**src/fcps_pkg.sv**
```systemverilog
// Shared types for the FIFO cluster processor scheduler.
// No dependencies; the top level, fcps_regs and fcps_timers import this package.
package fcps_pkg;

    // Widest processor count and task length the block supports.
    localparam int PROCS_W_MAX = 7;
    localparam int TICKS_W_MAX = 16;

    // Configuration register indexes.
    localparam logic REG_QUEUE_CAPACITY    = 1'b0;
    localparam logic REG_ARRIVAL_THRESHOLD = 1'b1;

    typedef struct packed {
        logic [6:0]  queue_capacity;
        logic [16:0] arrival_threshold;
    } t_cfg;

    // Head task offered to the processor array for one tick.
    typedef struct packed {
        logic                   valid;
        logic [PROCS_W_MAX-1:0] procs;
        logic [TICKS_W_MAX-1:0] ticks;
    } t_disp_req;

    // Outcome of one tick in the processor array.
    typedef struct packed {
        logic                   dispatched;
        logic                   idle;
        logic [PROCS_W_MAX-1:0] free_cnt;
        logic [PROCS_W_MAX-1:0] busy_cnt;
    } t_tmr_stat;

endpackage

```
**src/fifo_cluster_processor_scheduler.sv**
```systemverilog
// FIFO cluster processor scheduler, top level.
// A tick accepted in S_IDLE moves the sequencer to S_EXEC, where the head task is resolved;
// its result beat is then registered onto the outputs and strobed by o_done.
// No new tick is taken while busy, that is while the sequencer is in S_EXEC.
// The receiver cannot stall; each result beat is shown for exactly one cycle.
// Reset (synchronous, active low) empties the queue and idles every processor at once.
module fifo_cluster_processor_scheduler #(
    parameter int NUM_PROCS      = 16,
    parameter int QUEUE_DEPTH    = 64,
    parameter int MAX_TASK_TICKS = 255
) (
    input  logic        i_clk,
    input  logic        i_rst_n,
    // Tick command channel.
    input  logic        start,
    output logic        busy,
    input  logic [15:0] i_random_sample,
    input  logic [4:0]  i_task_procs,
    input  logic [7:0]  i_task_ticks,
    // Result beat.
    output logic        o_done,
    output logic        o_task_arrived,
    output logic        o_task_dropped,
    output logic        o_task_dispatched,
    output logic        o_cluster_idle,
    output logic [4:0]  o_free_procs,
    output logic [6:0]  o_queue_count,
    output logic [31:0] o_created_total,
    output logic [31:0] o_dropped_total,
    output logic [31:0] o_idle_total,
    output logic [39:0] o_busy_sum_total,
    // Configuration port.
    input  logic        psel,
    input  logic        penable,
    input  logic        pwrite,
    input  logic [2:0]  paddr,
    input  logic [31:0] pwdata,
    output logic [31:0] prdata,
    output logic        pready
);
    import fcps_pkg::*;

    // Widths derived from the parameters.
    localparam int PW   = $clog2(NUM_PROCS + 1);
    localparam int TW   = $clog2(MAX_TASK_TICKS + 1);
    localparam int EW   = PW + TW;
    localparam int AW   = $clog2(QUEUE_DEPTH);
    localparam int CW   = $clog2(QUEUE_DEPTH + 1);
    localparam int CMPW = (CW > 7) ? CW : 7;
    localparam logic [39:0] MAX40 = '1;

    // Two-state sequencer: waiting for a tick, or resolving the head task.
    typedef enum logic [1:0] {
        S_IDLE = 2'b01,
        S_EXEC = 2'b10
    } t_state;

    t_state    r_state, n_state;
    t_cfg      w_cfg;
    t_disp_req w_req;
    t_tmr_stat w_stat;

    logic          w_accept;
    logic          w_step;
    logic          w_arrive;
    logic          w_full;
    logic          w_write;
    logic [CMPW-1:0] w_cnt_x;
    logic [CMPW-1:0] w_cap_x;
    logic [PW-1:0] w_procs;
    logic [TW-1:0] w_ticks;
    logic [EW-1:0] w_entry;
    logic [EW-1:0] w_rdata;
    logic [EW-1:0] w_head;
    logic [40:0]   w_busy_add;

    // Queue pointers and fill level.
    logic [AW-1:0] r_head, r_tail;
    logic [CW-1:0] r_count;
    // Forwarding of a task that enters an empty queue: the RAM read issued
    // in the same cycle would miss it.
    logic          r_fwd;
    logic [EW-1:0] r_fwd_task;
    // Statistics.
    logic [31:0]   r_created, r_dropped, r_idle_cnt;
    logic [39:0]   r_busy_sum;
    // Result flags held for the beat.
    logic          r_done, r_arrived, r_drop_flag, r_disp, r_idle_flag;
    logic [4:0]    r_free_out;

    fcps_regs u_regs (
        .i_clk   (i_clk),
        .i_rst_n (i_rst_n),
        .psel    (psel),
        .penable (penable),
        .pwrite  (pwrite),
        .paddr   (paddr),
        .pwdata  (pwdata),
        .prdata  (prdata),
        .pready  (pready),
        .o_cfg   (w_cfg)
    );

    assign busy     = (r_state == S_EXEC);
    assign w_accept = start && !busy;
    assign w_step   = (r_state == S_EXEC);

    // Arrival and admission are settled in the accept cycle. A capacity of
    // zero acts as one, and the RAM depth bounds the queue whatever is set.
    always_comb begin
        w_arrive = {1'b0, i_random_sample} < w_cfg.arrival_threshold;
        w_cnt_x  = CMPW'(r_count);
        w_cap_x  = (w_cfg.queue_capacity == '0) ? CMPW'(1) : CMPW'(w_cfg.queue_capacity);
        w_full   = (w_cnt_x >= w_cap_x) || (w_cnt_x >= CMPW'(QUEUE_DEPTH));
        w_write  = w_arrive && !w_full;

        // Clamp the demand to one through NUM_PROCS and the length to one
        // through MAX_TASK_TICKS.
        if (i_task_procs == '0) begin
            w_procs = PW'(1);
        end else if (7'(i_task_procs) > 7'(NUM_PROCS)) begin
            w_procs = PW'(NUM_PROCS);
        end else begin
            w_procs = PW'(i_task_procs);
        end
        if (i_task_ticks == '0) begin
            w_ticks = TW'(1);
        end else if (17'(i_task_ticks) > 17'(MAX_TASK_TICKS)) begin
            w_ticks = TW'(MAX_TASK_TICKS);
        end else begin
            w_ticks = TW'(i_task_ticks);
        end
        w_entry = {w_procs, w_ticks};
    end

    // Task queue storage. The head entry is read at accept; the read and the
    // write only meet on one entry when the queue is empty, which the
    // forwarding path covers.
    fcps_ram #(
        .WIDTH (EW),
        .DEPTH (QUEUE_DEPTH),
        .AW    (AW)
    ) u_fifo_ram (
        .i_clk   (i_clk),
        .i_we    (w_accept && w_write),
        .i_waddr (r_tail),
        .i_wdata (w_entry),
        .i_re    (w_accept),
        .i_raddr (r_head),
        .o_rdata (w_rdata)
    );

    assign w_head      = r_fwd ? r_fwd_task : w_rdata;
    assign w_req.valid = w_step && (r_count != '0);
    assign w_req.procs = PROCS_W_MAX'(w_head[EW-1:TW]);
    assign w_req.ticks = TICKS_W_MAX'(w_head[TW-1:0]);

    fcps_timers #(
        .NUM_PROCS (NUM_PROCS),
        .PW        (PW),
        .TW        (TW)
    ) u_timers (
        .i_clk   (i_clk),
        .i_rst_n (i_rst_n),
        .i_step  (w_step),
        .i_req   (w_req),
        .o_stat  (w_stat)
    );

    assign w_busy_add = {1'b0, r_busy_sum} + 41'(w_stat.busy_cnt);

    always_comb begin
        unique case (r_state)
            S_IDLE:  n_state = w_accept ? S_EXEC : S_IDLE;
            S_EXEC:  n_state = S_IDLE;
            default: n_state = S_IDLE;
        endcase
    end

    always_ff @(posedge i_clk) begin
        if (!i_rst_n) begin
            r_state     <= S_IDLE;
            r_head      <= '0;
            r_tail      <= '0;
            r_count     <= '0;
            r_fwd       <= 1'b0;
            r_created   <= '0;
            r_dropped   <= '0;
            r_idle_cnt  <= '0;
            r_busy_sum  <= '0;
            r_done      <= 1'b0;
            r_arrived   <= 1'b0;
            r_drop_flag <= 1'b0;
            r_disp      <= 1'b0;
            r_idle_flag <= 1'b0;
            r_free_out  <= 5'(NUM_PROCS);
        end else begin
            r_state <= n_state;
            r_done  <= w_step;
            if (w_accept) begin
                r_arrived   <= w_arrive;
                r_drop_flag <= w_arrive && w_full;
                r_fwd       <= w_write && (r_count == '0);
                if (w_arrive) begin
                    r_created <= (r_created == '1) ? r_created : r_created + 32'd1;
                end
                if (w_arrive && w_full) begin
                    r_dropped <= (r_dropped == '1) ? r_dropped : r_dropped + 32'd1;
                end
                if (w_write) begin
                    r_tail  <= (r_tail == AW'(QUEUE_DEPTH - 1)) ? '0 : r_tail + AW'(1);
                    r_count <= r_count + CW'(1);
                end
            end
            if (w_step) begin
                r_disp      <= w_stat.dispatched;
                r_idle_flag <= w_stat.idle;
                r_free_out  <= 5'(w_stat.free_cnt);
                if (w_stat.dispatched) begin
                    r_head  <= (r_head == AW'(QUEUE_DEPTH - 1)) ? '0 : r_head + AW'(1);
                    r_count <= r_count - CW'(1);
                end
                if (w_stat.idle) begin
                    r_idle_cnt <= (r_idle_cnt == '1) ? r_idle_cnt : r_idle_cnt + 32'd1;
                end
                r_busy_sum <= (w_busy_add > {1'b0, MAX40}) ? MAX40 : w_busy_add[39:0];
            end
        end
    end

    // The forwarded copy is payload only.
    always_ff @(posedge i_clk) begin
        if (w_accept) begin
            r_fwd_task <= w_entry;
        end
    end

    // Every statistic and level below is stable from the resolving edge until
    // the next tick is accepted, so the beat can show the registers directly.
    assign o_done            = r_done;
    assign o_task_arrived    = r_arrived;
    assign o_task_dropped    = r_drop_flag;
    assign o_task_dispatched = r_disp;
    assign o_cluster_idle    = r_idle_flag;
    assign o_free_procs      = r_free_out;
    assign o_queue_count     = 7'(r_count);
    assign o_created_total   = r_created;
    assign o_dropped_total   = r_dropped;
    assign o_idle_total      = r_idle_cnt;
    assign o_busy_sum_total  = r_busy_sum;
endmodule

```
**src/fcps_ram.sv**
```systemverilog
// Generic simple dual-port RAM with one write port and a registered read port.
// No dependencies.
module fcps_ram #(
    parameter int WIDTH = 13,
    parameter int DEPTH = 64,
    parameter int AW    = $clog2(DEPTH)
) (
    input  logic             i_clk,
    input  logic             i_we,
    input  logic [AW-1:0]    i_waddr,
    input  logic [WIDTH-1:0] i_wdata,
    input  logic             i_re,
    input  logic [AW-1:0]    i_raddr,
    output logic [WIDTH-1:0] o_rdata
);
    logic [WIDTH-1:0] r_mem [DEPTH];
    logic [WIDTH-1:0] r_rdata;

    always_ff @(posedge i_clk) begin
        if (i_we) begin
            r_mem[i_waddr] <= i_wdata;
        end
        if (i_re) begin
            r_rdata <= r_mem[i_raddr];
        end
    end

    assign o_rdata = r_rdata;
endmodule

```
**src/fcps_regs.sv**
```systemverilog
// APB-style configuration registers of the scheduler.
// Depends on fcps_pkg for the configuration struct and register indexes.
module fcps_regs (
    input  logic           i_clk,
    input  logic           i_rst_n,
    input  logic           psel,
    input  logic           penable,
    input  logic           pwrite,
    input  logic [2:0]     paddr,
    input  logic [31:0]    pwdata,
    output logic [31:0]    prdata,
    output logic           pready,
    output fcps_pkg::t_cfg o_cfg
);
    import fcps_pkg::*;

    logic [6:0]  r_cap;
    logic [16:0] r_thr;
    logic        w_wr;

    assign w_wr   = psel && penable && pwrite;
    assign pready = 1'b1;

    always_ff @(posedge i_clk) begin
        if (!i_rst_n) begin
            r_cap <= 7'd64;
            r_thr <= 17'd32768;
        end else if (w_wr) begin
            unique case (paddr[2])
                REG_QUEUE_CAPACITY:    r_cap <= pwdata[6:0];
                REG_ARRIVAL_THRESHOLD: r_thr <= pwdata[16:0];
                default:               r_cap <= r_cap;
            endcase
        end
    end

    always_comb begin
        unique case (paddr[2])
            REG_QUEUE_CAPACITY:    prdata = {25'd0, r_cap};
            REG_ARRIVAL_THRESHOLD: prdata = {15'd0, r_thr};
            default:               prdata = '0;
        endcase
    end

    assign o_cfg.queue_capacity    = r_cap;
    assign o_cfg.arrival_threshold = r_thr;
endmodule

```
**src/fcps_timers.sv**
```systemverilog
// Processor busy timers with lowest-index allocation and parallel countdown.
// Depends on fcps_pkg for the dispatch request and status structs.
module fcps_timers #(
    parameter int NUM_PROCS = 16,
    parameter int PW        = 5,
    parameter int TW        = 8
) (
    input  logic                i_clk,
    input  logic                i_rst_n,
    input  logic                i_step,
    input  fcps_pkg::t_disp_req i_req,
    output fcps_pkg::t_tmr_stat o_stat
);
    import fcps_pkg::*;

    localparam logic [NUM_PROCS-1:0] ONE = NUM_PROCS'(1);

    logic [TW-1:0]        r_timer [NUM_PROCS];
    logic [TW-1:0]        n_timer [NUM_PROCS];
    logic [TW-1:0]        w_after [NUM_PROCS];
    logic [PW-1:0]        r_free;
    logic [PW-1:0]        n_free;
    logic [NUM_PROCS-1:0] w_idle;
    logic [NUM_PROCS-1:0] w_take;
    logic [NUM_PROCS-1:0] w_live;
    logic [NUM_PROCS-1:0] w_left;
    logic [PW-1:0]        w_need;
    logic [TW-1:0]        w_ticks;
    logic                 w_go;

    always_comb begin
        logic [NUM_PROCS-1:0] below;
        below   = '0;
        w_need  = PW'(i_req.procs);
        w_ticks = TW'(i_req.ticks);
        w_go    = i_req.valid && (r_free >= w_need);
        for (int i = 0; i < NUM_PROCS; i++) begin
            w_idle[i] = (r_timer[i] == '0);
        end
        // A processor is taken when it is idle and fewer idle processors
        // than the task needs sit below it.
        for (int i = 0; i < NUM_PROCS; i++) begin
            below      = (ONE << i) - ONE;
            w_take[i]  = w_go && w_idle[i] && (PW'($countones(w_idle & below)) < w_need);
            w_after[i] = w_take[i] ? w_ticks : r_timer[i];
            w_live[i]  = (w_after[i] != '0);
            n_timer[i] = w_live[i] ? w_after[i] - TW'(1) : '0;
            w_left[i]  = (n_timer[i] != '0);
        end
        n_free = PW'(NUM_PROCS - $countones(w_left));
    end

    always_ff @(posedge i_clk) begin
        if (!i_rst_n) begin
            for (int i = 0; i < NUM_PROCS; i++) begin
                r_timer[i] <= '0;
            end
            r_free <= PW'(NUM_PROCS);
        end else if (i_step) begin
            r_timer <= n_timer;
            r_free  <= n_free;
        end
    end

    assign o_stat.dispatched = w_go;
    assign o_stat.idle       = ~|w_live;
    assign o_stat.free_cnt   = PROCS_W_MAX'(n_free);
    assign o_stat.busy_cnt   = PROCS_W_MAX'($countones(w_left));
endmodule

```
**config.mk**
```make
export PLATFORM = sky130hd
export DESIGN_NAME = fifo_cluster_processor_scheduler
export DESIGN_NICKNAME = d
export VERILOG_FILES = /design/src/fcps_pkg.sv /design/src/fifo_cluster_processor_scheduler.sv /design/src/fcps_ram.sv /design/src/fcps_regs.sv /design/src/fcps_timers.sv
export SDC_FILE = /design/constraint.sdc
export NUM_CORES = 2
export LEC_CHECK = 0
export ABC_AREA = 1
export BUFFER_PORTS_ARGS = -buffer_cell sky130_fd_sc_hd__buf_4
export CAP_MARGIN = 20
export CELL_PAD_IN_SITES_DETAIL_PLACEMENT = 1
export CELL_PAD_IN_SITES_GLOBAL_PLACEMENT = 2
export CORE_MARGIN = 10
export CORE_UTILIZATION = 43
export DETAILED_ROUTE_END_ITERATION = 16
export GPL_ROUTABILITY_DRIVEN = 0
export HOLD_SLACK_MARGIN = 0.08
export PLACE_DENSITY = 0.84
export SLEW_MARGIN = 20
export SYNTH_ARGS = -nofsm -noshare
export SYNTH_HDL_FRONTEND = slang
export SYNTH_SLANG_ARGS = --single-unit
```
**constraint.sdc**
```tcl
create_clock -name i_clk -period 33.5 [get_ports i_clk]
set_clock_uncertainty 0.15 [all_clocks]
set_input_delay 6.7 -clock i_clk [delete_from_list [all_inputs] [get_ports i_clk]]
set_output_delay 6.7 -clock i_clk [all_outputs]
set_load 0.05 [all_outputs]
```
==> flow_summary.toml <==
[clocking]
path_clk_slew_ns = 0.06
cts_tree = "built"
cts_sinks = 1178
post_cts_buffers = 0
cts_resized = 0
ctsHoldBuffers = 0
numCtsBuffers = 135
cts_buffer_depth = 3
clkLatencyLatePin_ns = 0.76
cts_root_buf = "clkbuf_16"
h-tree-depth = 4

[critical_path]
crit_path_max_fanout = 35
slowest_stage = "fa_1"
reg2reg_to = "o_busy_sum_total[29]"
cpMostUsedCell = "inv_1"
reg2reg_from = "u_timers.r_timer[120]"
r2r_cells = 63
slowest_delay_ns = 0.65
worstPathRequired_ns = 34.01
critPathTopFamily = "adder cells"
worstSetupPathType = "reg -> reg"
r2r_slack_ns = 18.85
crit_start = "u_timers.r_timer[120]"
cp-start-kind = "flip-flop"
cp-end-kind = "flip-flop"
critPathArrivalTime_ns = 15.16
cp_num_buf_inv = 12

[die]
core_region_area_mm2 = 0.133
row_count = 134
dieHeight_um = 386
ioPinCount = 257
die-area_mm2 = 0.149
start_util_pct = 43.2
die_w_um = 386

[timing]
fin_setup_tns_ns = 0
timing.fmax_mhz = 68.3
finalCritPeriodShare_pct = 43.7
slew-limit-headroom_pct = 30.2
timing_worst_slew_pin_value_ns = 1.05
hold_viol_final = 0
rsz0062_at_grt = "false"
setup_viol = 0
drv_slew = 0
fin_crit_ns = 14.65

[detailed_routing]
wl_per_cell_um = 23.2
drt-vias-per-instance = 5.68
drc = 0
drt-initial-drc-count = 3066
firstDrtPassIters = 8
dr_total_vias = 46600
ant_nets = 0
wl_um = 190000

[synth]
synth_edf_count = 858
yosys_register_bits = 1178
avgSynthCellArea_um2 = 9.33
synthArstFlopShare_pct = 0
netlist_instances = 6169
yosysWarnings = 0
synth_cell_types = 64
netlist_area_mm2 = 0.0576
synth_seq_area_share_pct = 55.9
synthFlopType = "edfxtp_1"

[layout]
fillerInstances = 15100
area_growth_pct = 13.7
final_area_mm2 = 0.0655
nets = 6583
drive_gt1_share_pct = 10.3

[placement]
port_buffers = 223
dp_hpwl_um = 123000
dpl_cell_area_mm2 = 0.0610

[global_route]
grt_max_degree = 133
antenna_found_initial = 1
overflow = 0
grt_pass1_wl_um = 289000
grt_pass1_vias = 48600
grtUsageTotal_pct = 24.9

[status]
status = "completed"

[min_path]
min_path_type = "reg -> reg"
min_from = "o_task_dispatched"
min_to = "o_task_dispatched"
hold_depth = 2

[power]
p_leak_nw = 24.8
vdd_drop_max_mv = 0.146
power-per-cell-area_mw_per_mm2 = 72.8

[job]
maxCapViolCount = 0
[layout make-up]
class	instances	area, µm²	share of cell area (%)
tap	1768	2210	3.38
sequential	1178	32200	49.2
timing repair buffer	321	2410	3.69
clock buffer	181	3730	5.70
multi-input combinational	4094	21900	33.5
antenna	1	2.50	0.00382
inverter	597	2260	3.46
clock inverter	61	726	1.11
[worst register-to-register path, delay by kind of cell, from the launching register on]
| family | cells | cell delay [ns] |
|---|---|---|
| buffers and inverters | 12 | 1.65 |
| DFF | 1 | 0.32 |
| and+or+nand+nor | 24 | 4.49 |
| adders and majority gates | 16 | 5.93 |
| xor gates and xnor gates | 2 | 0.41 |
| AOI/OAI and AO/OA | 9 | 1.58 |
[state kept, by name, indices dropped and copies added (netlist names), 5 cells and up]
name and count:
o_busy_sum_total 40, u_regs.r_cap 7, u_fifo_ram.o_rdata 13, u_fifo_ram.r_mem 832, o_idle_total 32, r_head 6, o_created_total 32, r_fwd_task 13
u_timers.r_timer 128, r_tail 6, o_dropped_total 32, u_timers.r_free 5, u_regs.r_thr 17, o_queue_count 7
[power breakdown]
| group | internal [mW] | total (mW) | switching (mW) | leakage [nW] |
|---|---|---|---|---|
| Clock | 0.874 | 1.50 | 0.624 | 2.16 |
| Combinational | 0.607 | 1.68 | 1.08 | 12.2 |
| Sequential | 1.58 | 1.59 | 0.00973 | 10.4 |
| Total | 3.06 | 4.77 | 1.71 | 24.8 |
[cells in the mapped netlist, drive strengths merged (3+ instances only)]
cell type  number  area share, %
nor4           23           0.26
ha            155            3.4
a21oi         315            2.7
inv           595            3.9
xor2           81            1.2
o221ai         79            1.2
o211ai         34           0.44
nor3          122            1.1
dfxtp         320             11
buf            60           0.70
o21a            5          0.065
nor2          934            6.4
a221o           5          0.087
a221oi         17           0.26
fa             31            1.1
a211oi         17           0.22
xnor2          19           0.29
o311a           3          0.052
o21bai         12           0.16
nand2         776            5.1
nand3         363            3.3
nand3b         10           0.13
a31oi          39           0.42
edfxtp        858             45
nand4         156            1.7
clkbuf        254            1.7
o21ai         703            6.2
a21o            4          0.052
nor3b           8           0.10
o22ai         131            1.4
or2            20           0.23
[cell families (layout without fill, tap and decap cells)]
| family | count (synthesis) | count (layout) | synth area share (%) |
|---|---|---|---|
| adders and majority gates | 186 | 186 | 4.45 |
| other | 2 | 17 | 0.0130 |
| DFF | 1178 | 1178 | 55.9 |
| xor gates and xnor gates | 100 | 100 | 1.52 |
| buffers and inverters | 911 | 1160 | 6.26 |
| AOI/OAI and AO/OA | 1376 | 1376 | 13.5 |
| and+or+nand+nor | 2416 | 2416 | 18.4 |
[worst max path at each step]
stage                                       to  slack (ns)  cells after the start
after floorplan                      prdata[4]       18.49                      3
after global placement    o_busy_sum_total[29]       19.03                     63
after detailed placement  o_busy_sum_total[29]       18.86                     63
after CTS                 o_busy_sum_total[29]       18.76                     63
after global routing      o_busy_sum_total[29]       17.55                     63
final                     o_busy_sum_total[29]       18.85                     63
[stage by stage]
stage               utilization (%)  hold slack, ns  std cells  setup WS, ns  power (mW)
detailed placement             45.8           0.316       7958         18.86        3.32
global route                   49.1           0.351       8200         17.55        5.11
finish                         49.1           0.321       8201         18.85        4.77
CTS                            49.1           0.325       8200         18.76        4.82
global placement               45.8           0.300       7958         19.03        3.27
floorplan                         -           0.291       6183         18.49        2.85
[per-layer routing]
metal,GRT usage (%),up-vias,routed length (µm)
met5,0,-,17
met4,9.37,2,7040
met3,3.68,345,8720
met2,44.2,1060,96100
met1,30.2,23300,78100
li1,-,21900,-
[layout by cell type, fill, tap and decap left out, drive strengths merged, types with 156 or more instances in the layout]
cell type,n
nor2,934
nand2,776
a21oi,315
o21ai,703
inv,599
clkbuf,181
edfxtp,858
nand4,156
dfxtp,320
nand3,363
buf,321
Note: power is estimated with default switching activity, not from simulation.
